--- src/sv/optimal_bst_cost_unit_assert.svh ---
// ----------------------------------------------------------------------------
// Optimal BST cost unit assertion macros
// Concurrent assertion wrappers shared by obst_cmp and obst_ctrl; compiled out when
// NO_ASSERTIONS is defined.
// ----------------------------------------------------------------------------
`ifndef OPTIMAL_BST_COST_UNIT_ASSERT_SVH
`define OPTIMAL_BST_COST_UNIT_ASSERT_SVH

`ifndef NO_ASSERTIONS

// Plain property, sampled on clk, off while reset is asserted
`define OBST_ASSERT(name, clk, rst_n, prop) \
  name: assert property (@(posedge clk) disable iff (!rst_n) (prop)) \
    else $error("obst assertion failed");

// Same-cycle implication
`define OBST_ASSERT_IMP(name, clk, rst_n, ante, cons) \
  name: assert property (@(posedge clk) disable iff (!rst_n) (ante) |-> (cons)) \
    else $error("obst assertion failed");

// Next-cycle implication
`define OBST_ASSERT_NXT(name, clk, rst_n, ante, cons) \
  name: assert property (@(posedge clk) disable iff (!rst_n) (ante) |=> (cons)) \
    else $error("obst assertion failed");

`else

`define OBST_ASSERT(name, clk, rst_n, prop)
`define OBST_ASSERT_IMP(name, clk, rst_n, ante, cons)
`define OBST_ASSERT_NXT(name, clk, rst_n, ante, cons)

`endif

`endif

--- src/sv/obst_pkg.sv ---
// ----------------------------------------------------------------------------
// Optimal BST cost package
// Field widths, transaction payload types and the compare-unit command.
// ----------------------------------------------------------------------------
package obst_pkg;

  localparam int DEF_MAX_KEYS = 16;
  localparam int FREQ_W       = 16;
  localparam int COST_W       = 24;

  localparam logic [COST_W-1:0] COST_MAX = '1;

  // Input transaction: one key frequency
  typedef struct packed {
    logic [FREQ_W-1:0] frequency;
    logic              last_key;
  } in_item_t;

  // Output transaction: cost of the optimal tree
  typedef struct packed {
    logic [COST_W-1:0] total_cost;
    logic              overflow;
  } out_item_t;

  // One root candidate issued to the compare unit
  typedef struct packed {
    logic valid;
    logic first;   // first root of the interval
    logic last;    // last root of the interval
    logic lmask;   // left subtree empty
    logic rmask;   // right subtree empty
  } cmp_cmd_t;

endpackage

--- src/sv/obst_cmp.sv ---
// ----------------------------------------------------------------------------
// Optimal BST compare unit
// Shared add/min unit: sums the two subtree costs of one root candidate,
// keeps the running minimum and forms the saturated interval cost.
// ----------------------------------------------------------------------------
`include "optimal_bst_cost_unit_assert.svh"

module obst_cmp #(
  parameter int MAX_KEYS = obst_pkg::DEF_MAX_KEYS,
  localparam int CW      = obst_pkg::COST_W,
  localparam int PW      = obst_pkg::FREQ_W + $clog2(MAX_KEYS),
  localparam int SW      = (((CW + 1) > PW) ? (CW + 1) : PW) + 1
) (
  input  logic                clk_i,
  input  logic                rst_ni,
  input  obst_pkg::cmp_cmd_t  cmd_i,
  input  logic [CW-1:0]       lcost_i,
  input  logic [CW-1:0]       rcost_i,
  input  logic [PW-1:0]       weight_i,
  output logic [CW-1:0]       final_cost_o
);

  obst_pkg::cmp_cmd_t cmd_q;
  logic [CW:0]        best_q, best_d;
  logic [CW:0]        pair_sum;
  logic [SW-1:0]      total;

  // candidate cost, empty subtrees count as zero
  assign pair_sum = (cmd_q.lmask ? '0 : {1'b0, lcost_i})
                  + (cmd_q.rmask ? '0 : {1'b0, rcost_i});

  // running minimum over roots
  always_comb begin
    best_d = best_q;
    if (cmd_q.valid) begin
      if (cmd_q.first || (pair_sum < best_q)) begin
        best_d = pair_sum;
      end
    end
  end

  // interval cost = min + weight, saturated
  assign total        = SW'(best_d) + SW'(weight_i);
  assign final_cost_o = (total > SW'(obst_pkg::COST_MAX)) ? obst_pkg::COST_MAX
                                                          : total[CW-1:0];

  // command lines up with registered RAM read data
  always_ff @(posedge clk_i or negedge rst_ni) begin
    if (!rst_ni) begin
      cmd_q  <= '0;
      best_q <= '0;
    end else begin
      cmd_q  <= cmd_i;
      best_q <= best_d;
    end
  end

  // roots of one interval arrive back to back
  `OBST_ASSERT_IMP(a_run_contiguous, clk_i, rst_ni, cmd_q.valid && !cmd_q.first, $past(cmd_q.valid))
  // the last root is followed by a gap for the table write
  `OBST_ASSERT_NXT(a_gap_after_last, clk_i, rst_ni, cmd_q.valid && cmd_q.last, !cmd_q.valid)

endmodule

--- config.mk ---
export PLATFORM = sky130hd
export DESIGN_NAME = obst_cmp
export DESIGN_NICKNAME = d
export VERILOG_FILES = /design/src/sv/obst_pkg.sv /design/src/sv/obst_cmp.sv
export VERILOG_INCLUDE_DIRS = /design/src /design/src/sv
export SDC_FILE = /design/constraint.sdc
export NUM_CORES = 1
export LEC_CHECK = 0
export ABC_AREA = 1
export BUFFER_PORTS_ARGS = -buffer_cell sky130_fd_sc_hd__buf_2
export CORE_ASPECT_RATIO = 1.2
export CORE_UTILIZATION = 32
export CTS_CLUSTER_DIAMETER = 50
export DETAILED_ROUTE_END_ITERATION = 8
export RECOVER_POWER = 100
export SYNTH_ARGS = -nofsm -noshare
export SYNTH_HDL_FRONTEND = slang
export SYNTH_SLANG_ARGS = --single-unit
--- constraint.sdc ---
create_clock -name clk_i -period 6.7 [get_ports clk_i]
set_input_delay 0.335 -clock clk_i [delete_from_list [all_inputs] [get_ports clk_i]]
set_output_delay 0.335 -clock clk_i [all_outputs]
set_load 0.02 [all_outputs]
; ---- Word-level counts from Yosys, hierarchy flattened
; Cells that the tools add are included.
[op_classes]
addsub = 2
order_cmp = 2
n_reduce_logical = 1
n_mux = 5
[op_table]
columns = operator, n
row1 = $mux W24, 3
row2 = $mux W25, 2
row3 = $add A25 B20 Y26, 1
row4 = $gt A26 B24 Y1 const B, 1
row5 = $add A24 B24 Y25, 1
row6 = $lt A25 B25 Y1, 1
row7 = $logic_or A1 B1 Y1, 1
[word_totals]
wordCells = 15
ff_bits = 29
out_inout_bits = 24
inputBits = 75

; ---- Depth between registers and ports, before layout
[depth]
depth_word = 9
mapped_depth = 42
depth_no_buf = 41

; ---- Least setup slack after synthesis
; Ideal clock, no wire load.
[synth_timing]
path_kind = register to output
from = reg cmd_q[1] (netlist name)
to = out final_cost_o[14]
path_slack_ps = 1038
n_path_buf = 2
path_stages_with_launch = 33
t_required_ps = 6365
t_arrival_ps = 5327
cell_sequence = dfrtp_1 -> clkbuf_1 -> nor2_1 -> ha_1 -> fa_1 -> nand2_1 -> nand2_1 -> and2_2 -> a21oi_1 -> o21bai_1 -> xor2_1 -> ha_1 -> a21o_1 -> nor2_1 -> nand2_1 -> nand2_1 -> nand3_2 -> nand2_4 -> nand2_4 -> inv_2 -> clkbuf_1 -> o21ai_0 -> fa_1 -> nand3_1 -> nand2_1 -> a21boi_0 -> o21bai_1 -> a21oi_1 -> o21ai_0 -> nand2_1 -> nand2_1 -> xnor2_1 -> nand2_2
[synth_between]
elab_chain_len = 9
[synth_rtl]
columns = item, line
row1 = from (decl), obst_cmp.sv:23  ; obst_pkg::cmp_cmd_t cmd_q;
row2 = from (signal assigned), obst_cmp.sv:53  ; cmd_q <= cmd_i;
row3 = $mux W24 (*), obst_cmp.sv:29  ; assign pair_sum = (cmd_q.lmask ? '0 : {1'b0, lcost_i})
row4 = $add A24 B24 Y25 (*), obst_cmp.sv:30  ; + (cmd_q.rmask ? '0 : {1'b0, rcost_i});
row5 = $lt A25 B25 Y1, obst_cmp.sv:36  ; if (cmd_q.first || (pair_sum < best_q)) begin
row6 = $logic_or A1 B1 Y1, obst_cmp.sv:36
row7 = $mux W25 (*), obst_cmp.sv:36
row8 = $mux W25 (*), obst_cmp.sv:35  ; if (cmd_q.valid) begin
row9 = via best_d[1], obst_cmp.sv:24  ; logic [CW:0] best_q, best_d;
row10 = $add A25 B20 Y26 (*), obst_cmp.sv:43  ; assign total = SW'(best_d) + SW'(weight_i);
row11 = $gt A26 B24 Y1, obst_cmp.sv:44  ; assign final_cost_o = (total > SW'(obst_pkg::COST_MAX)) ? obst_pkg::COST_MAX
row12 = $mux W24 (*), obst_cmp.sv:44
row13 = to (decl), obst_cmp.sv:20  ; output logic [CW-1:0] final_cost_o
; Mark *: on every way through the listed nets, which the timed path passes. The rest lies on a longest branch.

; ---- Worst setup path in the final report
[layout_timing]
from = reg cmd_q[1] (netlist name)
to = out final_cost_o[0]
[layout_between]
elab_chain_len = 9
[layout_rtl]
columns = item, line
row1 = $mux W24 (*), obst_cmp.sv:29
row2 = $add A24 B24 Y25 (*), obst_cmp.sv:30
row3 = $lt A25 B25 Y1, obst_cmp.sv:36
row4 = $logic_or A1 B1 Y1, obst_cmp.sv:36
row5 = $mux W25 (*), obst_cmp.sv:36
row6 = $mux W25 (*), obst_cmp.sv:35
row7 = via best_d[5], obst_cmp.sv:24
row8 = $add A25 B20 Y26 (*), obst_cmp.sv:43
row9 = $gt A26 B24 Y1 (*), obst_cmp.sv:44
row10 = $mux W24 (*), obst_cmp.sv:44
; Marks and branches as above.

==> results.md <==
Yosys:
- The compound-gate portion of the synthesized area came to 0.1044.
- By count the netlist is led by 215 x nand2_1, 166 x inv_1, 84 x nor2_1, 70 x ha_1, 47 x a21oi_1.
- The total number of yosys warnings is 0.
- The prevailing post-synth register cell is dfrtp_1.
- Of the post-synthesis cell area, the part taken by muxes is 0.
- The post-synthesis sequential area ratio is 0.1462.
- After synthesis, the largest family of logic cells by area is simple AND/OR/NAND/NOR gates.
- The xor and xnor area share after synthesis is 0.06529.
- The mean area per synthesized cell is 6.135 um^2.
- Sorting the synthesized cells by area gives the leading types as ha_1 18%, nand2_1 16%, dfrtp_1 15%.
- The area fraction of the dominant cell type after synthesis is 0.1765.
- After synthesis the cells add up to 4964 um^2.
- In this run, synthesis inferred 0 flip-flops with an integrated enable.
- The library cell with the largest summed area after synthesis is ha_1.
- The cell count after synthesis is 809.
- The simple-gate portion of the synthesized area is 0.3547.
- The number of nets handed over by synthesis was 956.
- Yosys instantiated no cell more often than nand2_1.
- In this run, synthesis produced a sequential element count of 29.
- Counting distinct cell types in the post-synthesis netlist gives 33.
- Of the total synthesized cell area, the portion taken by full adders, half adders and majority gates is 0.1845.
- In the synthesized netlist the async set-or-reset flop fraction comes to 1.000.

Status:
- The flow ran to the end, but the final reports show violations.
- The final reports fail on max-capacitance violations, max-slew violations.

Worst setup path:
- The most repeated library cell on the critical path is nand2_1.
- The kind of cell with the highest combined delay along the critical path is simple AND/OR/NAND/NOR gates.
- For the worst setup path, the data required time is 6.36 ns.
- The arrival time reported for the critical path endpoint is 5.88 ns.
- The critical path class is reg -> out.
- The sum of buffers and inverters on the critical path is 6.
- The worst-path maximum fanout is 28.
- The minimum setup slack among reg-to-reg paths is 2.83 ns.
- The slowest stage of the critical path is the dfrtp_2 cell.
- The worst setup path is launched from a register.
- The largest stage delay on the critical path is 0.44 ns.
- STA classifies the critical path endpoint as an output pin.

Global routing:
- The via count of the first global-routing pass is 4613.
- The first global-routing pass estimated 20240 um of wire.
- The total routing resource utilization after global routing is 0.1543.
- The number of antenna violations at the first check in global routing is 0.
- Entering global routing, the biggest net connects 30 pins.
- The total overflow left after global routing is 0.

Detailed routing:
- In the final routed layout, each cell accounts on average for 10.70 um.
- The number of design-rule violations left by the first detailed-router iteration is 162.
- The number of vias in the routed layout is 4873.
- Dividing the detail-routed via count by the number of cells gives 4.347.
- For this block, the routed nets add up to 11990 um of wire.
- After detailed routing, the number of remaining DRC violations is 0.
- The antenna violation net count after detailed routing is 0.
- The number of optimization iterations in the first detailed-route pass is 4.

Timing:
- The clock arrives with 0.006529 ns of skew.
- Of the available clock period, the critical path in the final layout requires 0.9269.
- The worst hold margin is 0.1704 ns.
- The total negative slack for setup checks is 0 ns.
- The achievable clock frequency is 161.0 MHz.
- Counting I/O delays and the setup requirement, the final critical path takes 6.210 ns.
- The slew of the pin with the lowest slew margin is 1.525 ns.
- Setup violations remaining at the end of the flow were counted as 0.
- The number of pins with negative max-slew slack in the final report is 30.
- In this run the tightest slew margin relative to its limit is -0.01670.
- The count of endpoints failing hold in the final timing report is 0.
- Setup repair after global routing left no endpoint under its margin.

Floorplan:
- The die covers 16020 um^2.
- After floorplanning, the core was divided into 49 placement rows.
- The height of the die is 138.4 um.
- In this run the horizontal extent of the chip is 115.7 um.
- The core region is 15080 um^2.
- The total I/O pin count is 99.
- For this configuration, the core starts out at a cell density of 0.3291.

Clock network:
- Clock latency on the worst-skew pair, taken at its later pin, is 0.27 ns.
- Clock tree synthesis selected as its root buffer the cell clkbuf_16.
- The clock tree from TritonCTS is done.
- In this run the post-CTS setup repair buffer count came out at 0.
- The buffer levels on the longest clock path is 2.
- After clock tree synthesis, the clock-pin slew on the worst setup and hold paths is 0.05 ns.
- Counting the buffers created by CTS gives 5.
- The number of clock sinks is 29.
- Buffers inserted to repair hold after CTS numbered 0.
- CTS built an H-tree with a depth of 2.

Cells and area:
- Measured on the finished design, the core utilization comes to 0.3937.
- The number of nets in the finished design is 1064.
- The number of non-filler instances in the completed layout is 1121.
- The area added between synthesis and finish is 19.64%.
- The final antenna diode count is 0.
- After filler insertion, the fill cell instance count of the layout stands at 1688.
- The fraction of final layout cells with drive strength greater than 1 is 0.2050.

Power:
- For this design the ratio of total power to cell area is 241.3 nW/um^2.
- For this design the static power due to leakage is 3.536 nW.
- IR analysis of the VDD net gives a maximum drop of 0.1742 mV.

Placement:
- In this run, placement finished with an instance count of 1114.
- The wire-length estimate of the detail-placed layout is 10340 um.
- The last weighted congestion value of the routability-driven placer is 0.8594.
- The number of port buffers is 97.

Run:
- The max capacitance violation total is 1.

Hold path:
- The classification of the worst-slack hold path is in -> reg.
through the flow:
stage	area (um^2)	power, mW	setup slack (ns)
after floorplan	4964	0.9683	1.038
after global placement	5748	1.209	0.3067
after detailed placement	5748	1.215	0.3187
after CTS	5893	1.439	0.05976
after global routing	5938	1.584	0.006299
final	5938	1.433	0.4899
timing repair:
item / CTS / global route
gates resized for setup: 1 / 27
hold endpoints to repair: 0 / 0
endpoints found under the setup margin: 2 / 24
pin swaps: 0 / 1
metal layers:
layer  GRT usage  vias up  share of wire
met2      0.2717       61           0.47
met1      0.2075     2086           0.50
met5           0        -              0
met3    0.005261        7          0.017
li1            -     2719              -
met4     0.03239        0         0.0089
where the power goes:
group	leakage (nW)	total, mW	internal, mW	switching (mW)
sequential	0.353	0.229	0.217	0.0120
clock	0.0700	0.213	0.145	0.0684
combinational	3.11	0.991	0.370	0.620
total	3.54	1.43	0.732	0.701
flip-flops by register name (all words and copies together) (netlist names):
name    count
best_q     25
cmd_q       4
cell type report:
| type | instances | area [um^2] | share of cell area |
|---|---|---|---|
| multi-input cells | 597 | 3556 | 0.5988 |
| flip-flops and latches | 29 | 728.2 | 0.1226 |
| inverters | 174 | 660.6 | 0.1113 |
| repair buffers | 110 | 595.6 | 0.1003 |
| well taps | 204 | 255.2 | 0.04298 |
| clock buffers | 7 | 142.6 | 0.02402 |
cell families after synthesis:
kind of cell,after synthesis
fa+ha+maj,72
flops,29
compound gates,97
xor+xnor,37
simple gates,391
buf+inv,183
cell usage in the layout (no fill, tap or decap), types with 2 or more instances in the layout:
cell type	n
o21bai_1	5
a21oi_2	7
nand3_2	6
xor2_1	17
dfrtp_2	2
nor2_2	9
a21boi_1	2
nand2_2	29
nand4_1	12
dfrtp_1	27
o21ai_0	23
nor2_1	83
nand3_1	21
inv_1	166
clkbuf_1	5
nor2_4	3
nand2_4	4
o21ai_1	12
buf_4	9
a21o_1	3
clkbuf_2	19
a21oi_1	41
xnor2_1	19
inv_2	7
clkbuf_16	5
nand2_1	217
buf_2	75
a31oi_1	2
buf_6	2
fa_1	2
ha_1	70
path summary, 6_finish.rpt:
kind,startpoint,to,cells after the start
worst max-delay path,cmd_q[1],final_cost_o[0],38
worst min-delay path,cmd_i[0],cmd_q[0],1
worst max register to register,cmd_q[1],best_q[21],24
worst min register to register,best_q[0],best_q[0],2
max in group asynchronous,rst_ni,cmd_q[1],1
min in group asynchronous,rst_ni,best_q[2],1
Note: power is estimated with default switching activity, not from simulation.
