[src/sv/optimal_bst_cost_unit_assert.svh]
// ----------------------------------------------------------------------------
// Optimal BST cost unit assertion macros
// Concurrent assertion wrappers shared by obst_cmp and obst_ctrl; compiled out when
// NO_ASSERTIONS is defined.
// ----------------------------------------------------------------------------
`ifndef OPTIMAL_BST_COST_UNIT_ASSERT_SVH
`define OPTIMAL_BST_COST_UNIT_ASSERT_SVH

`ifndef NO_ASSERTIONS

// Plain property, sampled on clk, off while reset is asserted
`define OBST_ASSERT(name, clk, rst_n, prop) \
  name: assert property (@(posedge clk) disable iff (!rst_n) (prop)) \
    else $error("obst assertion failed");

// Same-cycle implication
`define OBST_ASSERT_IMP(name, clk, rst_n, ante, cons) \
  name: assert property (@(posedge clk) disable iff (!rst_n) (ante) |-> (cons)) \
    else $error("obst assertion failed");

// Next-cycle implication
`define OBST_ASSERT_NXT(name, clk, rst_n, ante, cons) \
  name: assert property (@(posedge clk) disable iff (!rst_n) (ante) |=> (cons)) \
    else $error("obst assertion failed");

`else

`define OBST_ASSERT(name, clk, rst_n, prop)
`define OBST_ASSERT_IMP(name, clk, rst_n, ante, cons)
`define OBST_ASSERT_NXT(name, clk, rst_n, ante, cons)

`endif

`endif

[src/sv/obst_ram.sv]
// ----------------------------------------------------------------------------
// Generic RAM
// One write port, one read port with registered read data.
// ----------------------------------------------------------------------------
module obst_ram #(
  parameter int WIDTH = 8,
  parameter int DEPTH = 16,
  localparam int AW   = (DEPTH > 1) ? $clog2(DEPTH) : 1
) (
  input  logic             clk_i,
  input  logic             we_i,
  input  logic [AW-1:0]    waddr_i,
  input  logic [WIDTH-1:0] wdata_i,
  input  logic [AW-1:0]    raddr_i,
  output logic [WIDTH-1:0] rdata_o
);

  logic [WIDTH-1:0] mem_q [DEPTH];
  logic [WIDTH-1:0] rdata_q;

  // write and registered read
  always_ff @(posedge clk_i) begin
    if (we_i) begin
      mem_q[waddr_i] <= wdata_i;
    end
    rdata_q <= mem_q[raddr_i];
  end

  assign rdata_o = rdata_q;

endmodule

[config.mk]
export PLATFORM = sky130hd
export DESIGN_NAME = obst_ram
export DESIGN_NICKNAME = d
export VERILOG_FILES = /design/src/sv/optimal_bst_cost_unit_assert.svh /design/src/sv/obst_ram.sv
export SDC_FILE = /design/constraint.sdc
export NUM_CORES = 1
export LEC_CHECK = 0
export ABC_AREA = 1
export BUFFER_PORTS_ARGS = -buffer_cell sky130_fd_sc_hd__buf_2
export CORE_ASPECT_RATIO = 1.25
export CORE_MARGIN = 2
export CORE_UTILIZATION = 55
export DETAILED_ROUTE_END_ITERATION = 10
export PLACE_DENSITY = 0.73
export SLEW_MARGIN = 20
export SYNTH_ARGS = -nofsm -noshare
export SYNTH_HDL_FRONTEND = slang
export SYNTH_SLANG_ARGS = --single-unit
export TNS_END_PERCENT = 20
[constraint.sdc]
create_clock -name clk_i -period 1.9 [get_ports clk_i]
set_input_delay 0 -clock clk_i [delete_from_list [all_inputs] [get_ports clk_i]]
set_output_delay 0 -clock clk_i [all_outputs]
set_load 0.03 [all_outputs]
Word level (Yosys, flattened, before mapping)
Memory sizes are Yosys's and may differ from the RTL's. A register that Yosys moved wholly into a read port is not among the register bits. Cells that the tools add are included.

Mux-type cells: 2.

Operators by type and width (count): 1-bit two-way mux (2).

Register bits after elaboration: 0. RAM bits: 128. Word-level logic and storage cells: 3. Memories kept: 1.

Memory list: mem_q (depth 16, bits a word 8, read ports 1, clocked after Yosys merged registers in 1, wr ports 1, RTL line obst_ram.sv:18) `logic [WIDTH-1:0] mem_q [DEPTH];`.

Depth between registers and ports, before layout
Gate-level depths: netlist (run 1).

Word-level depth: 2. Mapped depth: 8.

Least setup slack after synthesis (run 1)
No wires, ideal clock.

Path kind: input port to flip-flop. Start point: input port waddr_i[2]. End point: memory mem_q[10][0] (enable). Arrival time: 581 ps. Slack: 949 ps. Cell stages on the path: 2. Cells stage by stage: nand3b_1 nor2_1.

RTL lines: start, declared (RTL line obst_ram.sv:12) `input logic [AW-1:0] waddr_i,`; end, declared (RTL line obst_ram.sv:18).

No word-level cell before the write port.

==> results by stage, run 1 <==
GRT:
- Entering global routing, the biggest net connects 65 pins.
- In the global route stage, met3 resource usage came out at 0.0618.
- For this run, global-route usage on met1 was measured as 0.296.
- The initial antenna violation count is 0.
- The total congestion overflow is 0.
- The global routing usage on met2 is 0.368.
- The most used routing layer in global routing is met2.
- The via count of the first global-routing pass is about 3600.
- The all-layer global routing usage is 0.234.
- The first global-routing pass estimated approximately 19 mm of wire.

Setup path:
- For this run, the slowest stage of the critical path takes 0.37 ns.
- The count of buffer and inverter cells on the critical path is 1.
- The nature of the critical path startpoint is a flop.
- The cell with the largest stage delay on the worst path is edfxtp_1.
- Data on the critical path is required at its endpoint by approximately 2.2 ns.
- By instance count, the cell type seen most on the critical path is nand3_1.
- The critical path start-end classification is reg2reg.
- Walking the worst path, the cells encountered are inv_1 -> nand2_1 -> nand3_1 -> nand3_1 -> nand3_1 -> nand2_1.
- The critical path arrival is approximately 1.4 ns.
- The cell family contributing the most delay on the critical path is simple AND/OR/NAND/NOR gates.
- The endpoint class of the critical path is a flop.
- The maximum fanout along the worst path is 1.

Final layout:
- The layout cell share with drive strength beyond 1 is 0.105.
- After filler insertion, the fill cell instance count of the layout stands at roughly 770.
- From synthesis to final layout, the design area changed by 13.5%.
- The net count reported at finish is roughly 600.
- The number of antenna diodes in the final layout is 0.

Synth:
- Yosys printed 0 warnings.
- Counting flops and latches in the post-synthesis netlist gives ~140.
- Averaged over all synthesized cells, the footprint is between 10 and 15 um2.
- The number of library cell types mapped by synthesis is 12.
- By area the synthesized netlist is led by edfxtp_1 67%, nand2_1 11%, nand3_1 8.4%.
- The gate count after technology mapping is between 500 and 600.
- The number of nets in the synthesized netlist is 569.
- The fraction of synthesized cell area taken by the top area cell type is 0.667.
- In this run the cell area of the synthesized design comes to ~5800 um2.
- The part of the Yosys area used for sequential elements is 0.694.
- The biggest area consumer among synthesized cells is edfxtp_1.

Route:
- In the routed layout, each cell is associated on average with a via count of 5.23.
- The count of nets left with antenna violations once routing finished came out at 0.
- The total via count after detailed routing is between 3000 and 4000.
- The wire length per cell after detailed routing is ~17 um.
- The number of DRC markers in iteration 0 is between 300 and 400.
- In the routed design, unresolved DRC markers number 0.
- The total detailed-routing wirelength is ~12 mm.
- The first detailed-routing pass ran for 5 iterations.

Place:
- Routability-driven placement finished with a final weighted congestion of 0.850.
- The total half-perimeter wirelength after legalization and detailed placement is 7.29 mm.
- During placement, the flow inserted port buffers numbering 25.

Floorplanning:
- The initialized floorplan defines 41 standard-cell rows.
- The floorplan step set the die height to 118 um.
- The floorplan step defined a die boundary enclosing 11300 um2.
- From left edge to right edge, the die measures 95.6 um.
- The initial utilization of the core area, before any placement, comes to 0.568.
- The number of ports placed on the die boundary is 26.
- The total area inside the core boundary comes to ~10000 um2.

STA:
- The final setup skew is about 0.007 ns.
- The hold violation count in the final report was 0.
- The final clock period utilization by the worst path is 0.579.
- For the pin with the worst max-slew slack, the measured transition is about 0.73 ns.
- The final hold slack is between 0.015 and 0.02 ns.
- The count of pins over their slew limit is 0.
- The top achievable clock speed is ~910 MHz.
- Setup repair after global routing left no endpoint under its margin.
- Adding up every negative setup slack in the final design gives 0 ns.
- Setup violations remaining at the end of the flow were counted as 0.
- The shortest clock period the worst path allows after layout is 1.10 ns.
- Headroom to the max-slew limit came out at 0.510.

Clocking:
- Once the clock tree was built, the setup fixing pass inserted 0 buffers.
- The maximum level of the CTS H-tree is 4.
- The number of clock sinks is between 100 and 150.
- No sink is reached through more buffers than the 2 on the longest clock path.
- After clock tree synthesis, the clock-pin slew on the worst setup and hold paths is approximately 0.060 ns.
- The insertion delay of the later-clocked pin in the worst-skew pair is around 0.41 ns.
- Clock tree synthesis selected as its root buffer the cell clkbuf_16.
- Once the clock tree was built, the resizer swapped 0 gates to a different size.
- The clock buffer count from CTS is 17.
- TritonCTS built the clock tree.

Power:
- The leakage power of the design is between 2 and 3 nW.
- The power per cell area is between 1000 and 1500 nW/um2.
- VDD sags by at most ~1.3 mV.
- The total power is 0.00697 W.

Min path:
- The class of the most critical hold timing path is in2reg.

Outcome:
- The run finished with clean final reports.

Job:
- The total of max-cap violations is 0.
routing by layer:
layer / wire, um / part of all wire / up-vias
met2: 6170 / 0.51 / 183
li1: - / - / 1828
met1: 4540 / 0.38 / 1723
met5: 0 / 0 / -
met4: 391 / 0.033 / 0
met3: 906 / 0.075 / 29
synthesized netlist by cell type:
master      n
nand3b_1    2
inv_1     100
buf_2      13
edfxtp_1  128
nand3_1    97
inv_2       2
buf_4       4
dfxtp_1     8
nand2_1   173
buf_6       6
buf_1       1
nor2_1     17
flip-flops by register name, summed over array words and instances (netlist names):
signal	flops
mem_q	128
rdata_o	8
logic make-up after synthesis:
family / after synthesis / share of synthesized area
and+or+nand+nor: 289 / 0.210
buffers and inverters: 126 / 0.0952
DFF: 136 / 0.694
what timing repair did:
action                     CTS  global route
setup endpoints to repair    0             0
hold endpoints to repair     8             0
hold buffers                 1             0
power by group:
group,internal (W),switching [W]
logic,0.000116,0.000324
clock network,0.00202,0.00113
registers,0.00336,0.0000166
per-stage QoR:
step,instances,area (um2),setup WS (ns),util
2_1_floorplan,551,5770,0.949,-
3_3_place_gp,687,5960,0.616,0.586
3_5_place_dp,687,5960,0.545,0.586
4_1_cts,720,6550,0.835,0.644
5_1_grt,720,6550,0.766,0.644
6_report,720,6550,0.800,0.644
cells in the final DEF, fill, tap and decap left out:
master         netlist  layout
edfxtp_1           128     128
clkbuf_8             0       3
inv_2                2       2
clkinv_2             0       5
dlygate4sd3_1        0       1
dfxtp_1              8       8
buf_4                4       4
inv_1              100     100
nand2_1            173     173
bufinv_16            0       2
nand3b_1             2       2
clkbuf_1             0       3
buf_2               13      25
nor2_1              17      17
clkbuf_16            0      17
nand3_1             97      97
clkinvlp_4           0       2
buf_12               0       2
path summary, 6_finish.rpt:
path / startpoint / endpoint / slack, ns / cells past startpoint
worst max-delay path: mem_q[4][3] / rdata_o[3] / 0.80 / 6
worst min-delay path: wdata_i[4] / mem_q[3][4] / 0.02 / 1
worst max register to register: mem_q[4][3] / rdata_o[3] / 0.80 / 6
worst min register to register: mem_q[12][5] / rdata_o[5] / 0.66 / 6
layout make-up:
type                       instances  area (um2)  share of cell area
sequential                       136        4000               0.612
multi-input combinational        289        1210               0.185
clock buffer                      23         478              0.0730
inverter                         102         383              0.0585
timing repair buffer              32         205              0.0314
tap                              129         161              0.0247
clock inverter                     9         100              0.0153
Note: power is estimated with default switching activity, not from simulation.
==> run 2: changes to the inputs <==
- clock period: 1.9 -> 1.1 ns (I/O delays scaled with it)
==> run 2 against run 1 <==
Effect of this change:
- design area grew 4.0%
- sequential power grew 73%
- flip-flop and latch count is the same
- combinational power grew 83%
- first-iteration DRC count grew 1.6%
- clock skew shrank 0.0018 ns
- fmax grew 7.3%
- cell count grew 3.3%
- wire length grew 7.0%
- critical endpoint is now rdata_o[5]
- critical path type unchanged
- register-to-register slack lost 0.73 ns
- sequential share of layout area shrank 2.3 points
- clock power grew 90%
- highest routed layer unchanged
==> results by stage, run 2 (same netlist as run 1, synthesis figures left out) <==
Outcome:
- Run status: finished clean (unchanged).

Setup path:
- Cell Chain, Critical Path: inv_1 -> nand2_1 -> nand3_1 -> nand3_1 -> nand3_2 -> nand2_1 (was inv_1 -> nand2_1 -> nand3_1 -> nand3_1 -> nand3_1 -> nand2_1).
- The maximum cell stage delay along the critical path came to 0.37 ns (about the same).
- The number of cell instances on the worst register-to-register path came to 6 (unchanged).
- The minimum setup slack among reg-to-reg paths came to 0.07 ns (was 0.80 ns).
- The critical path start-end classification was reg2reg (unchanged).
- The required arrival time at the worst endpoint is 1.41 ns (was 2.19 ns).
- The maximum fanout along the worst path is 1 (unchanged).
- The cell with the largest stage delay on the worst path is edfxtp_1 (unchanged).
- The nature of the critical path startpoint is a flop (unchanged).
- The endpoint class of the critical path is a flop (unchanged).
- The critical path arrival is 1.33 ns (was 1.39 ns).

Place:
- The post-place setup slack is 0.0271 ns (was 0.545 ns).
- The number of port buffers is 25 (unchanged).
- The total half-perimeter wirelength after legalization and detailed placement is 7.81 mm (was 7.29 mm).
- The global placer's final weighted congestion was 0.832 (was 0.850).
- The cell total after placement is 708 (was 687).

Power:
- The maximum vdd ir drop is 1.45 mV (was 1.33 mV).
- The leakage power of the design is 3.00 nW (was 2.84 nW).
- The power per cell area came to 1850 nW/um2 (was 1060 nW/um2).

GRT:
- The total congestion overflow was 0 (unchanged).
- The pin count of the biggest net entering global routing is 33 (was 65).
- The all-layer global routing usage is 0.246 (was 0.234).
- The initial antenna violation count came to 0 (unchanged).
- The via count of the first global-routing pass is 3921 (was 3611).
- The wire length of the first global-routing pass is 20.0 mm (was 18.9 mm).

Floorplanning:
- The die extent in x came to 95.6 um (unchanged).
- The area enclosed by the die boundary was 11300 um2 (unchanged).
- The floorplan row count is 41 (unchanged).
- The area of the core is 10200 um2 (unchanged).
- The number of ports placed on the die boundary is 26 (unchanged).
- The die height is 118 um (unchanged).
- The starting density of the core is 0.568 (unchanged).

STA:
- The final clock period utilization by the worst path was 0.932 (was 0.579).
- The final hold slack is 0.0130 ns (was 0.0195 ns).
- The worst-case headroom to the max-slew limit is 0.734 (was 0.510).
- The final worst-path setup slack was 0.0750 ns (was 0.800 ns).
- The final number of setup-violating endpoints came to 0 (unchanged).
- The final setup skew is 0.00523 ns (was 0.00699 ns).
- The sum of negative setup slack came to 0 ns (unchanged).
- The count of pins over their slew limit is 0 (unchanged).
- The top achievable clock speed came to 976 MHz (was 909 MHz).
- The shortest clock period the worst path allows after layout is 1.03 ns (was 1.10 ns).
- The hold violation count in the final report is 0 (unchanged).
- The slew at the pin with the worst max-slew slack is 0.400 ns (was 0.732 ns).
- Setup repair after global routing missed its margin: no (unchanged).

Route:
- The total detailed-routing wirelength was 12.8 mm (was 12.0 mm).
- The via density per instance is 5.28 (was 5.23).
- The wire length per cell after detailed routing came to 17.3 um (was 16.7 um).
- The total via count after detailed routing is 3928 (was 3763).
- The post-detailed-route count of antenna-violating nets was 0 (unchanged).
- The residual DRC count is 0 (unchanged).
- The number of DRC markers in iteration 0 is 327 (was 322).
- The first-pass detailed-route iteration total is 6 (was 5).

Final layout:
- The number of flip-flops in the largest register is 128 (unchanged).
- The area added between synthesis and finish came to 18.0% (was 13.5%).
- Commonest cells after routing, fill and taps aside: 173 x nand2_1, 128 x edfxtp_1, 100 x inv_1 (unchanged).
- The net count reported at finish is 620 (was 596).
- The most flop-heavy register is mem_q (unchanged).
- The non-filler instance count after layout is 744 (was 720).
- The layout cell share with drive strength beyond 1 is 0.138 (was 0.105).
- The count of filler cells inserted in the layout is 744 (was 766).
- The antenna diode count is 0 (unchanged).
- The commonest non-fill, non-tap cell in the layout is nand2_1 (unchanged).

Job:
- The total of max-cap violations came to 0 (unchanged).

Clocking:
- The clock transition at the register clock pins on the worst setup and hold paths after CTS is 0.06 ns (about the same).
- The number of clock sinks is 136 (unchanged).
- The clock buffer count from CTS is 17 (unchanged).
- The insertion delay of the later-clocked pin in the worst-skew pair is 0.42 ns (was 0.41 ns).
- The cell at the root of the clock tree was clkbuf_16 (unchanged).
- The maximum level of the CTS H-tree came to 4 (unchanged).
- The buffer depth of the longest clock path is 2 (unchanged).
- The clock tree from TritonCTS is done (unchanged).

Min path:
- The worst hold path stage count is 1 (unchanged).
- The class of the most critical hold timing path is in2reg (unchanged).
[run 2: changes by cell type in the layout (fill, tap and decap cells not counted), sizes merged]
cell and change:
dlygate4sd3 +3, bufinv +2, clkbuf -2, clkinvlp -1, buf +21, inv +2, clkinv -1
[run 2: layer usage]
layer  GRT usage  routed length, um  part of all wire  up-vias
li1            -                  -                 -     1873
met2       0.391               6440              0.50      162
met5           0                  0                 0        -
met1       0.302               4990              0.39     1847
met4       0.141                631             0.049        0
met3      0.0612                785             0.061       46
[run 2: final cells by class]
| cell class | instances | area, um2 | area share |
|---|---|---|---|
| clock inverters | 11 | 169 | 0.0248 |
| inverters | 102 | 383 | 0.0563 |
| multi-input cells | 289 | 1220 | 0.179 |
| clock buffers | 21 | 460 | 0.0677 |
| flip-flops and latches | 136 | 4000 | 0.588 |
| repair buffers | 56 | 409 | 0.0601 |
| well taps | 129 | 161 | 0.0237 |
[run 2: metrics by stage]
| step | util | total power (W) | area, um2 |
|---|---|---|---|
| floorplan | - | 0.00641 | 5770 |
| global placement | 0.603 | 0.00669 | 6130 |
| detailed placement | 0.603 | 0.00671 | 6130 |
| CTS | 0.669 | 0.0127 | 6800 |
| global route | 0.670 | 0.0130 | 6810 |
| finish | 0.670 | 0.0126 | 6810 |
[run 2: final timing paths]
path	startpoint	end
worst max-delay path	mem_q[5][5]	rdata_o[5]
worst min-delay path	wdata_i[7]	mem_q[9][7]
worst max register to register	mem_q[5][5]	rdata_o[5]
worst min register to register	mem_q[10][6]	rdata_o[6]
[run 2: report_power, final]
part           internal, W  total (W)  switching, W
sequential         0.00579    0.00583     0.0000331
clock              0.00392    0.00599       0.00207
combinational     0.000242   0.000805      0.000562
total              0.00995     0.0126       0.00267
[run 2: repair_timing]
action                     in CTS  in global routing
hold endpoints to repair       15                  0
hold buffers                    4                  0
setup endpoints to repair       0                  2
resized for setup               0                  2
buffers inserted                0                  0
[run 2: worst max-delay path: cells and delay by family (launching register included)]
family / cells / cell delay (ns)
AND/OR/NAND/NOR: 5 / 0.47
flip-flops: 1 / 0.37
buffers and inverters: 1 / 0.07
