--- config.mk ---
export PLATFORM = sky130hd
export DESIGN_NAME = obst_ctrl
export DESIGN_NICKNAME = d
export VERILOG_FILES = /design/src/sv/obst_pkg.sv /design/src/sv/obst_ctrl.sv
export VERILOG_INCLUDE_DIRS = /design/src /design/src/sv
export SDC_FILE = /design/constraint.sdc
export NUM_CORES = 1
export LEC_CHECK = 0
export ABC_AREA = 1
export BUFFER_PORTS_ARGS = -buffer_cell sky130_fd_sc_hd__buf_2
export CAP_MARGIN = 5
export CORE_ASPECT_RATIO = 1.4
export CORE_UTILIZATION = 50
export CTS_CLUSTER_SIZE = 14
export DETAILED_ROUTE_END_ITERATION = 8
export GPL_TIMING_DRIVEN = 0
export PLACE_DENSITY_LB_ADDON = 0.1
export SLEW_MARGIN = 15
export SYNTH_ARGS = -nofsm -noshare
export SYNTH_HDL_FRONTEND = slang
export SYNTH_SLANG_ARGS = --single-unit
--- constraint.sdc ---
create_clock -name clk_i -period 7.39 [get_ports clk_i]
set_clock_uncertainty 0.15 [all_clocks]
set_input_delay 0.3695 -clock clk_i [delete_from_list [all_inputs] [get_ports clk_i]]
set_output_delay 0.3695 -clock clk_i [all_outputs]
set_load 0.05 [all_outputs]
--- src/sv/optimal_bst_cost_unit_assert.svh ---
// ----------------------------------------------------------------------------
// Optimal BST cost unit assertion macros
// Concurrent assertion wrappers shared by obst_cmp and obst_ctrl; compiled out when
// NO_ASSERTIONS is defined.
// ----------------------------------------------------------------------------
`ifndef OPTIMAL_BST_COST_UNIT_ASSERT_SVH
`define OPTIMAL_BST_COST_UNIT_ASSERT_SVH

`ifndef NO_ASSERTIONS

// Plain property, sampled on clk, off while reset is asserted
`define OBST_ASSERT(name, clk, rst_n, prop) \
  name: assert property (@(posedge clk) disable iff (!rst_n) (prop)) \
    else $error("obst assertion failed");

// Same-cycle implication
`define OBST_ASSERT_IMP(name, clk, rst_n, ante, cons) \
  name: assert property (@(posedge clk) disable iff (!rst_n) (ante) |-> (cons)) \
    else $error("obst assertion failed");

// Next-cycle implication
`define OBST_ASSERT_NXT(name, clk, rst_n, ante, cons) \
  name: assert property (@(posedge clk) disable iff (!rst_n) (ante) |=> (cons)) \
    else $error("obst assertion failed");

`else

`define OBST_ASSERT(name, clk, rst_n, prop)
`define OBST_ASSERT_IMP(name, clk, rst_n, ante, cons)
`define OBST_ASSERT_NXT(name, clk, rst_n, ante, cons)

`endif

`endif

--- src/sv/obst_pkg.sv ---
// ----------------------------------------------------------------------------
// Optimal BST cost package
// Field widths, transaction payload types and the compare-unit command.
// ----------------------------------------------------------------------------
package obst_pkg;

  localparam int DEF_MAX_KEYS = 16;
  localparam int FREQ_W       = 16;
  localparam int COST_W       = 24;

  localparam logic [COST_W-1:0] COST_MAX = '1;

  // Input transaction: one key frequency
  typedef struct packed {
    logic [FREQ_W-1:0] frequency;
    logic              last_key;
  } in_item_t;

  // Output transaction: cost of the optimal tree
  typedef struct packed {
    logic [COST_W-1:0] total_cost;
    logic              overflow;
  } out_item_t;

  // One root candidate issued to the compare unit
  typedef struct packed {
    logic valid;
    logic first;   // first root of the interval
    logic last;    // last root of the interval
    logic lmask;   // left subtree empty
    logic rmask;   // right subtree empty
  } cmp_cmd_t;

endpackage

--- src/sv/obst_ctrl.sv ---
// ----------------------------------------------------------------------------
// Optimal BST sequencer
// Loads prefix sums of the key frequencies, then walks all intervals by
// length, issuing one root candidate per cycle within each interval to the
// compare unit, and holds the result in the output register.
// ----------------------------------------------------------------------------
`include "optimal_bst_cost_unit_assert.svh"

module obst_ctrl #(
  parameter int MAX_KEYS = obst_pkg::DEF_MAX_KEYS,
  localparam int KW      = $clog2(MAX_KEYS + 1),
  localparam int IW      = (MAX_KEYS > 1) ? $clog2(MAX_KEYS) : 1,
  localparam int AW      = ((MAX_KEYS * MAX_KEYS) > 1) ? $clog2(MAX_KEYS * MAX_KEYS) : 1,
  localparam int PW      = obst_pkg::FREQ_W + $clog2(MAX_KEYS),
  localparam int CW      = obst_pkg::COST_W
) (
  input  logic                clk_i,
  input  logic                rst_ni,
  // input channel
  input  logic                in_valid_i,
  output logic                in_ready_o,
  input  obst_pkg::in_item_t  in_data_i,
  // output channel
  output logic                out_valid_o,
  input  logic                out_ready_i,
  output obst_pkg::out_item_t out_data_o,
  // prefix sum RAMs
  output logic                psum_we_o,
  output logic [KW-1:0]       psum_waddr_o,
  output logic [PW-1:0]       psum_wdata_o,
  output logic [KW-1:0]       psum_raddr_a_o,
  output logic [KW-1:0]       psum_raddr_b_o,
  input  logic [PW-1:0]       psum_rdata_a_i,
  input  logic [PW-1:0]       psum_rdata_b_i,
  // interval cost RAMs
  output logic                cost_we_o,
  output logic [AW-1:0]       cost_waddr_o,
  output logic [AW-1:0]       cost_raddr_l_o,
  output logic [AW-1:0]       cost_raddr_r_o,
  // compare unit
  output obst_pkg::cmp_cmd_t  cmd_o,
  output logic [PW-1:0]       weight_o,
  input  logic [CW-1:0]       final_cost_i
);

  typedef enum logic [2:0] {
    S_LOAD,
    S_START,
    S_CALC,
    S_DRAIN,
    S_FINISH
  } state_e;

  state_e              state_q, state_d;
  logic [KW-1:0]       count_q, count_d;
  logic [PW-1:0]       sum_q, sum_d;
  logic                ovf_q, ovf_d;
  logic [KW-1:0]       n_q, n_d;
  logic [KW-1:0]       len_q, len_d;
  logic [IW-1:0]       lo_q, lo_d;
  logic [IW-1:0]       r_q, r_d;
  logic [PW-1:0]       weight_q, weight_d;
  logic [CW-1:0]       final_q, final_d;
  logic                out_valid_q, out_valid_d;
  obst_pkg::out_item_t out_data_q, out_data_d;

  logic [KW-1:0]       hi_full;
  logic [KW-1:0]       end_excl;
  logic [IW-1:0]       hi_idx;
  logic                root_first;
  logic                root_last;

  // table cell of interval row..col
  function automatic logic [AW-1:0] cell_addr(logic [IW-1:0] row, logic [IW-1:0] col);
    cell_addr = AW'(row) * AW'(MAX_KEYS) + AW'(col);
  endfunction

  // current interval bounds
  assign end_excl   = KW'(lo_q) + len_q;
  assign hi_full    = end_excl - KW'(1);
  assign hi_idx     = hi_full[IW-1:0];
  assign root_first = (r_q == lo_q);
  assign root_last  = (r_q == hi_idx);

  // memory addressing
  assign psum_waddr_o   = count_q + KW'(1);
  assign psum_wdata_o   = sum_q + PW'(in_data_i.frequency);
  assign psum_raddr_a_o = end_excl;
  assign psum_raddr_b_o = KW'(lo_q);
  assign cost_waddr_o   = cell_addr(lo_q, hi_idx);
  assign cost_raddr_l_o = (state_q == S_CALC && !root_first)
                        ? cell_addr(lo_q, r_q - IW'(1)) : '0;
  assign cost_raddr_r_o = (state_q == S_CALC && !root_last)
                        ? cell_addr(r_q + IW'(1), hi_idx) : '0;

  assign in_ready_o  = (state_q == S_LOAD);
  assign out_valid_o = out_valid_q;
  assign out_data_o  = out_data_q;
  assign weight_o    = weight_q;

  // next-state logic
  always_comb begin
    state_d     = state_q;
    count_d     = count_q;
    sum_d       = sum_q;
    ovf_d       = ovf_q;
    n_d         = n_q;
    len_d       = len_q;
    lo_d        = lo_q;
    r_d         = r_q;
    weight_d    = weight_q;
    final_d     = final_q;
    out_data_d  = out_data_q;
    out_valid_d = out_valid_q;
    psum_we_o   = 1'b0;
    cost_we_o   = 1'b0;
    cmd_o       = '0;

    if (out_valid_q && out_ready_i) begin
      out_valid_d = 1'b0;
    end

    unique case (state_q)
      S_LOAD: begin
        if (in_valid_i) begin
          if (count_q < KW'(MAX_KEYS)) begin
            psum_we_o = 1'b1;
            sum_d     = psum_wdata_o;
            count_d   = count_q + KW'(1);
          end else begin
            ovf_d = 1'b1;
          end
          if (in_data_i.last_key) begin
            n_d     = count_d;
            len_d   = KW'(1);
            lo_d    = '0;
            state_d = S_START;
          end
        end
      end
      S_START: begin
        r_d     = lo_q;
        state_d = S_CALC;
      end
      S_CALC: begin
        // prefix reads settle during the first root cycle
        if (root_first) begin
          weight_d = psum_rdata_a_i - ((lo_q == '0) ? '0 : psum_rdata_b_i);
        end
        cmd_o.valid = 1'b1;
        cmd_o.first = root_first;
        cmd_o.last  = root_last;
        cmd_o.lmask = root_first;
        cmd_o.rmask = root_last;
        if (root_last) begin
          state_d = S_DRAIN;
        end else begin
          r_d = r_q + IW'(1);
        end
      end
      S_DRAIN: begin
        cost_we_o = 1'b1;
        if (end_excl < n_q) begin
          lo_d    = lo_q + IW'(1);
          state_d = S_START;
        end else if (len_q < n_q) begin
          len_d   = len_q + KW'(1);
          lo_d    = '0;
          state_d = S_START;
        end else begin
          final_d = final_cost_i;
          state_d = S_FINISH;
        end
      end
      S_FINISH: begin
        if (!out_valid_q || out_ready_i) begin
          out_data_d.total_cost = final_q;
          out_data_d.overflow   = ovf_q;
          out_valid_d           = 1'b1;
          count_d               = '0;
          sum_d                 = '0;
          ovf_d                 = 1'b0;
          state_d               = S_LOAD;
        end
      end
      default: begin
        state_d = S_LOAD;
      end
    endcase
  end

  // state and registered outputs
  always_ff @(posedge clk_i or negedge rst_ni) begin
    if (!rst_ni) begin
      state_q     <= S_LOAD;
      count_q     <= '0;
      sum_q       <= '0;
      ovf_q       <= 1'b0;
      n_q         <= '0;
      len_q       <= '0;
      lo_q        <= '0;
      r_q         <= '0;
      weight_q    <= '0;
      final_q     <= '0;
      out_valid_q <= 1'b0;
      out_data_q  <= '0;
    end else begin
      state_q     <= state_d;
      count_q     <= count_d;
      sum_q       <= sum_d;
      ovf_q       <= ovf_d;
      n_q         <= n_d;
      len_q       <= len_d;
      lo_q        <= lo_d;
      r_q         <= r_d;
      weight_q    <= weight_d;
      final_q     <= final_d;
      out_valid_q <= out_valid_d;
      out_data_q  <= out_data_d;
    end
  end

  // key count never passes the table size
  `OBST_ASSERT(a_count_bound, clk_i, rst_ni, count_q <= KW'(MAX_KEYS))
  // root stays inside its interval
  `OBST_ASSERT_IMP(a_root_in_range, clk_i, rst_ni, state_q == S_CALC, (r_q >= lo_q) && (r_q <= hi_idx))
  // result taken from the full key range
  `OBST_ASSERT_IMP(a_final_interval, clk_i, rst_ni, state_q == S_FINISH, (lo_q == '0) && (len_q == n_q))

endmodule

# Yosys cells after proc, flatten, opt, wreduce, memory -nomap -nowiden
# Index checks and enable logic that the tools add are counted.
word_totals:
  register_bits: 117
  latch_bits: 0
  mem_bits_rw: 0
  romBits: 0
  input_bits: 85
  output_inout_bits: 113
  mem_count: 0
classes:
  addsub: 12
  mul: 0
  div_mod_pow: 0
  n_lt_le_gt_ge: 3
  n_eq_ne: 16
  shift: 0
  n_mux: 42
  bitwise: 2
  reduce_logical: 23
ops:
  columns: ["op", "n"]
  rows:
  - ["20-bit 2-to-1 mux", 4]
  - ["5-bit 2-to-1 mux", 8]
  - ["20-bit one-hot mux with 2 select lines", 1]
  - ["8-bit by 4-bit adder with 8-bit output", 3]
  - ["20-bit by 16-bit adder with 20-bit output", 1]
  - ["4-bit 2-to-1 mux", 5]
  - ["5-bit one-hot mux with 2 select lines", 2]
  - ["20-bit subtractor", 1]
  - ["3-bit 2-to-1 mux", 6]
  - ["8-bit 2-to-1 mux", 2]
  - ["4-bit one-hot mux with 2 select lines", 2]
  - ["4-bit AND reduction", 4]
  - ["3-bit one-hot mux with 5 select lines", 1]
  - ["2-bit != test (second input constant)", 7]
  - ["5-bit by 1-bit adder with 5-bit output (second input constant)", 2]
  - ["5-bit < comparator", 2]
  - ["1-bit 2-to-1 mux", 10]
  - ["3-bit AND reduction", 3]
  - ["4-bit by 1-bit adder with 4-bit output (second input constant)", 2]
  - ["4-bit == test", 2]
  - ["4-bit by 1-bit subtractor with 4-bit output (second input constant)", 2]
  - ["3-bit by 2-bit == test with 1-bit output (second input constant)", 2]
  - ["2-bit AND reduction", 3]
  - ["2-bit nonzero test", 3]
  - ["14 further kinds", 20]

# Longest topological paths before layout
depth:
  ltp_word: 6
  ltp_mapped: 18

# Worst setup path before layout
# No wires, ideal clock.
synth_timing:
  kind: "reg2out"
  start: "register lo_q[0]"
  end: "output port cost_raddr_r_o[0]"
  t_arrival_ns: 3.421
  required_ns: 6.871
  path_slack_ns: 3.450
  path_stages_with_launch: 13
  n_path_buf: 0
  cell_sequence: "dfrtp_1 ha_1 fa_1 inv_1 ha_1 inv_1 nand2_1 and2_4 nor2_2 nor2_2 nand2_1 nand2_2 nor2_1"
synth_via:
  elab_chain_len: 6
  word_cells_on_any_way: 7
  classes_between: "add/sub (3); eq/ne (1); mux (1); reduce/logical (2)"
synth_rtl:
  columns: ["element", "line_no", "text"]
  rows:
  - ["start, declared", "obst_ctrl.sv:60", "logic [IW-1:0] lo_q, lo_d;"]
  - ["start signal, assigned", "obst_ctrl.sv:214", "lo_q <= lo_d;"]
  - ["4-bit by 5-bit adder with 5-bit output", "obst_ctrl.sv:79", "assign end_excl = KW'(lo_q) + len_q;"]
  - ["via psum_raddr_a_o[1]", "obst_ctrl.sv:31", "output logic [KW-1:0] psum_raddr_a_o,"]
  - ["4-bit by 1-bit subtractor with 4-bit output", "obst_ctrl.sv:80", "assign hi_full = end_excl - KW'(1);"]
  - ["4-bit == test", "obst_ctrl.sv:83", "assign root_last = (r_q == hi_idx);"]
  - ["1-bit logical NOT", "obst_ctrl.sv:93", "assign cost_raddr_r_o = (state_q == S_CALC && !root_last)"]
  - ["1-bit logical AND", "obst_ctrl.sv:93", null]
  - ["8-bit 2-to-1 mux", "obst_ctrl.sv:94", "? cell_addr(r_q + IW'(1), hi_idx) : '0;"]
  - ["end, declared", "obst_ctrl.sv:39", "output logic [AW-1:0] cost_raddr_r_o,"]
# The timed path passes the listed nets, and every way through them passes these cells.

==> metrics <==
detailed-route via count 7,332; setup ws final approximately 3.7 ns; Clock Latency Late Sink 0.42 ns; R2R Path End weight_o[11]; Post-CTS Resized 0; YS warnings 0; Main synth FF type dfrtp_1; dpl hpwl around 15 mm; met2 Track Usage GR 0.4506; pre-CTS setup slack 3.992 ns; FF/Latch Area about 3000 sq um; initial drt markers between 300 and 400; TritonCTS clock tree built; crit path cell chain ha_1 -> fa_1 -> inv_1 -> ha_1 -> xor2_1 -> nand3_1 -> nor2_2 -> nand3_2 -> inv_1 -> buf_4 -> buf_2; Max Buffers Root-to-Sink 2; multi-input gate area in the final layout between 4000 and 5000 sq um; reg2reg path depth 14; post-synth net total between 1,000 and 1,500; CTS sink cnt roughly 120; DRC violations left 0; DP Area 9017 sq um; Layout area overhead 23.82%; antenna violations before repair 0; Die ar. 16,030 sq um; via/cell ratio 5.022; ys async rst share 1.000; Reg clk slew, reported paths roughly 0.06 ns; die height 149.4 microns; Worst Tran Pin Value 0.5922 ns; hold path cells 3; final instance area 9612 sq um; Worst setup EP type primary output; startpoint types flip-flop; Die Wd 107.3 microns; sequential share of the synthesized area 0.3772; ANT cells 0; M3 GR Usage 0.06010; Routed WL about 20 mm; Filler Cells Inserted 1,385; CP Class reg -> out; Post-Syn Area per Cell 7.478 sq um; Critical Path RT just under 7 ns; grt met1 use 0.3086; setup_tns 0 ns; Worst Min Path Start final_cost_i[11]; layout cell share with drive strength beyond 1 0.2311; Placer Congestion 0.9725; Hold Fails Final Rpt 0; vias in the first global route 6,907; Antenna Nets Post-Route 0; synth unique cells 44; port bufs 196; Rows 53; Post-synth EDFFs 0; critical path peak fanout 8; Slew HR 0.6052; Num CTS Buffers 17; grt peak-use layer met2; worst min-delay path class in -> reg; global-route wire length before repair 32.53 mm; drt first pass iters 4; fmax between 200 and 300 MHz; largest net degree at the start of global routing 60; routed wire length per instance approximately 14 microns; max-cap violation count 0; GRT Util Overall 0.2575; slowest stage cell, crit path fa_1; register bit total from synthesis between 100 and 150; status finished clean; Final setup viols 0; hold-critical path endpoint final_q[11]; Worst path max stage delay 0.54 ns; post-layout minimum cycle time between 3 and 4 ns; period utilization 0.5006; H-tree depth 4; unrepaired setup endpoints after global routing no; grt total ovfl 0; register-to-register path setup slack 4.01 ns; Starting Density 0.5134; total core area about 15,000 sq um; Root Buffer clkbuf_16; Post-Syn Area 7762 sq um; Final Slew Violations 0; I/O Pins 198; CP arrival roughly 3.2 ns; nets@finish 1,398; FF-to-FF Start lo_q[1]; Post-Syn Instances 1,038
[timing repair]
action                                  4_1_cts  5_1_grt
endpoints found under the setup margin        0        0
hold buffers                                  1        0
setup buffers                                 0        0
hold endpoints to repair                     58        0
[synthesized netlist by cell type (2+ instances only)]
cell | count | area [sq um]
nand3_2 | 4 | 40.04
nand2_2 | 7 | 43.79
o21ai_1 | 17 | 85.08
nor2_1 | 85 | 319.1
or2_2 | 2 | 12.51
nor2_2 | 3 | 18.77
nor4_1 | 3 | 18.77
nand3_1 | 66 | 330.3
inv_1 | 119 | 446.7
buf_4 | 7 | 52.55
o21ai_0 | 58 | 290.3
nor3_1 | 5 | 25.02
inv_2 | 8 | 30.03
a21oi_1 | 72 | 360.4
clkbuf_1 | 8 | 30.03
ha_1 | 55 | 688.2
xnor2_1 | 12 | 105.1
nand4_1 | 10 | 62.56
xor2_1 | 19 | 166.4
buf_2 | 11 | 55.05
o22ai_1 | 3 | 18.77
o21bai_1 | 3 | 22.52
and2_1 | 12 | 75.07
nand3b_1 | 10 | 75.07
a22o_1 | 4 | 35.03
a21o_1 | 3 | 22.52
nand2_4 | 5 | 56.30
o21ai_2 | 4 | 35.03
nand2_1 | 285 | 1070
nor2_4 | 3 | 33.78
fa_1 | 3 | 60.06
dfrtp_1 | 117 | 2928
buf_6 | 4 | 45.04
[critical path: cells and delay by family (launching register included)]
| kind | cells | cell delay [ns] |
|---|---|---|
| DFF | 1 | 0.48 |
| and+or+nand+nor | 3 | 0.38 |
| adders and majority gates | 3 | 1.15 |
| xor gates and xnor gates | 1 | 0.15 |
| buffers and inverters | 4 | 0.58 |
[sequential cells by signal, indices dropped and copies added (netlist names)]
signal       flops
out_valid_o      1
weight_o        20
r_q              4
n_q              5
ovf_q            1
final_q         24
len_q            5
state_q          3
count_q          5
sum_q           20
lo_q             4
out_data_o      25
[cells in the final DEF, fill, tap and decap left out, types with 4 or more instances in the layout]
cell type,n
xor2_1,19
a21oi_1,72
ha_1,55
a22o_1,4
clkbuf_16,17
inv_2,8
nor2_1,85
nor3_1,5
xnor2_1,12
nand3b_1,10
and2_1,12
o21ai_0,58
nand3_2,4
nand2_2,7
nand2_1,285
dfrtp_1,117
buf_4,7
nand2_4,5
buf_6,5
o21ai_1,17
inv_6,8
nand3_1,66
o21ai_2,4
clkbuf_1,8
nand4_1,10
buf_2,206
inv_1,119
[per-stage QoR]
| step | cells | util | hold slack (ns) |
|---|---|---|---|
| 3_5_place_dp | 1427 | 0.5964 | 0.2278 |
| 6_report | 1460 | 0.6357 | 0.03964 |
| 5_1_grt | 1460 | 0.6357 | 0.03180 |
| 2_1_floorplan | 1038 | - | -0.07609 |
| 4_1_cts | 1460 | 0.6357 | 0.02334 |
| 3_3_place_gp | 1426 | 0.5942 | 0.3086 |
[cells by family after synthesis]
| group | Yosys count | share of synthesized area |
|---|---|---|
| compound gates | 169 | 0.1181 |
| xor+xnor | 31 | 0.03498 |
| fa+ha+maj | 58 | 0.09639 |
| buf+inv | 159 | 0.08607 |
| flops | 117 | 0.3772 |
| other cells | 1 | 0.0004831 |
| simple gates | 503 | 0.2868 |
[area by class of cell]
type	count	share of cell area
Multi-Input combinational cell	762	0.4335
Sequential cell	117	0.3046
Timing Repair Buffer	198	0.1066
Inverter	127	0.04960
Clock buffer	17	0.04426
Tap cell	192	0.02499
Buffer	32	0.01992
Clock inverter	15	0.01653
[metal layers]
metal | share of wire | up-vias | wire, microns
met5 | 0 | - | 0
met3 | 0.056 | 32 | 1117
met1 | 0.43 | 3338 | 8513
li1 | - | 3779 | -
met2 | 0.50 | 183 | 9882
met4 | 0.019 | 0 | 387
[how the worst max path moves through the flow]
stage          startpoint  cells after the start           endpoint
5_1_grt           lo_q[0]                     15  cost_raddr_r_o[6]
3_3_place_gp      lo_q[1]                     14       weight_o[11]
2_1_floorplan     lo_q[0]                     12  cost_raddr_r_o[0]
6_report          lo_q[0]                     11           cmd_o[2]
3_5_place_dp      lo_q[1]                     14       weight_o[11]
4_1_cts           lo_q[0]                     11           cmd_o[2]
Power is left out: the tool's default activity adds up to more than one toggle a clock period on the data nets, which glitch-free logic cannot reach.
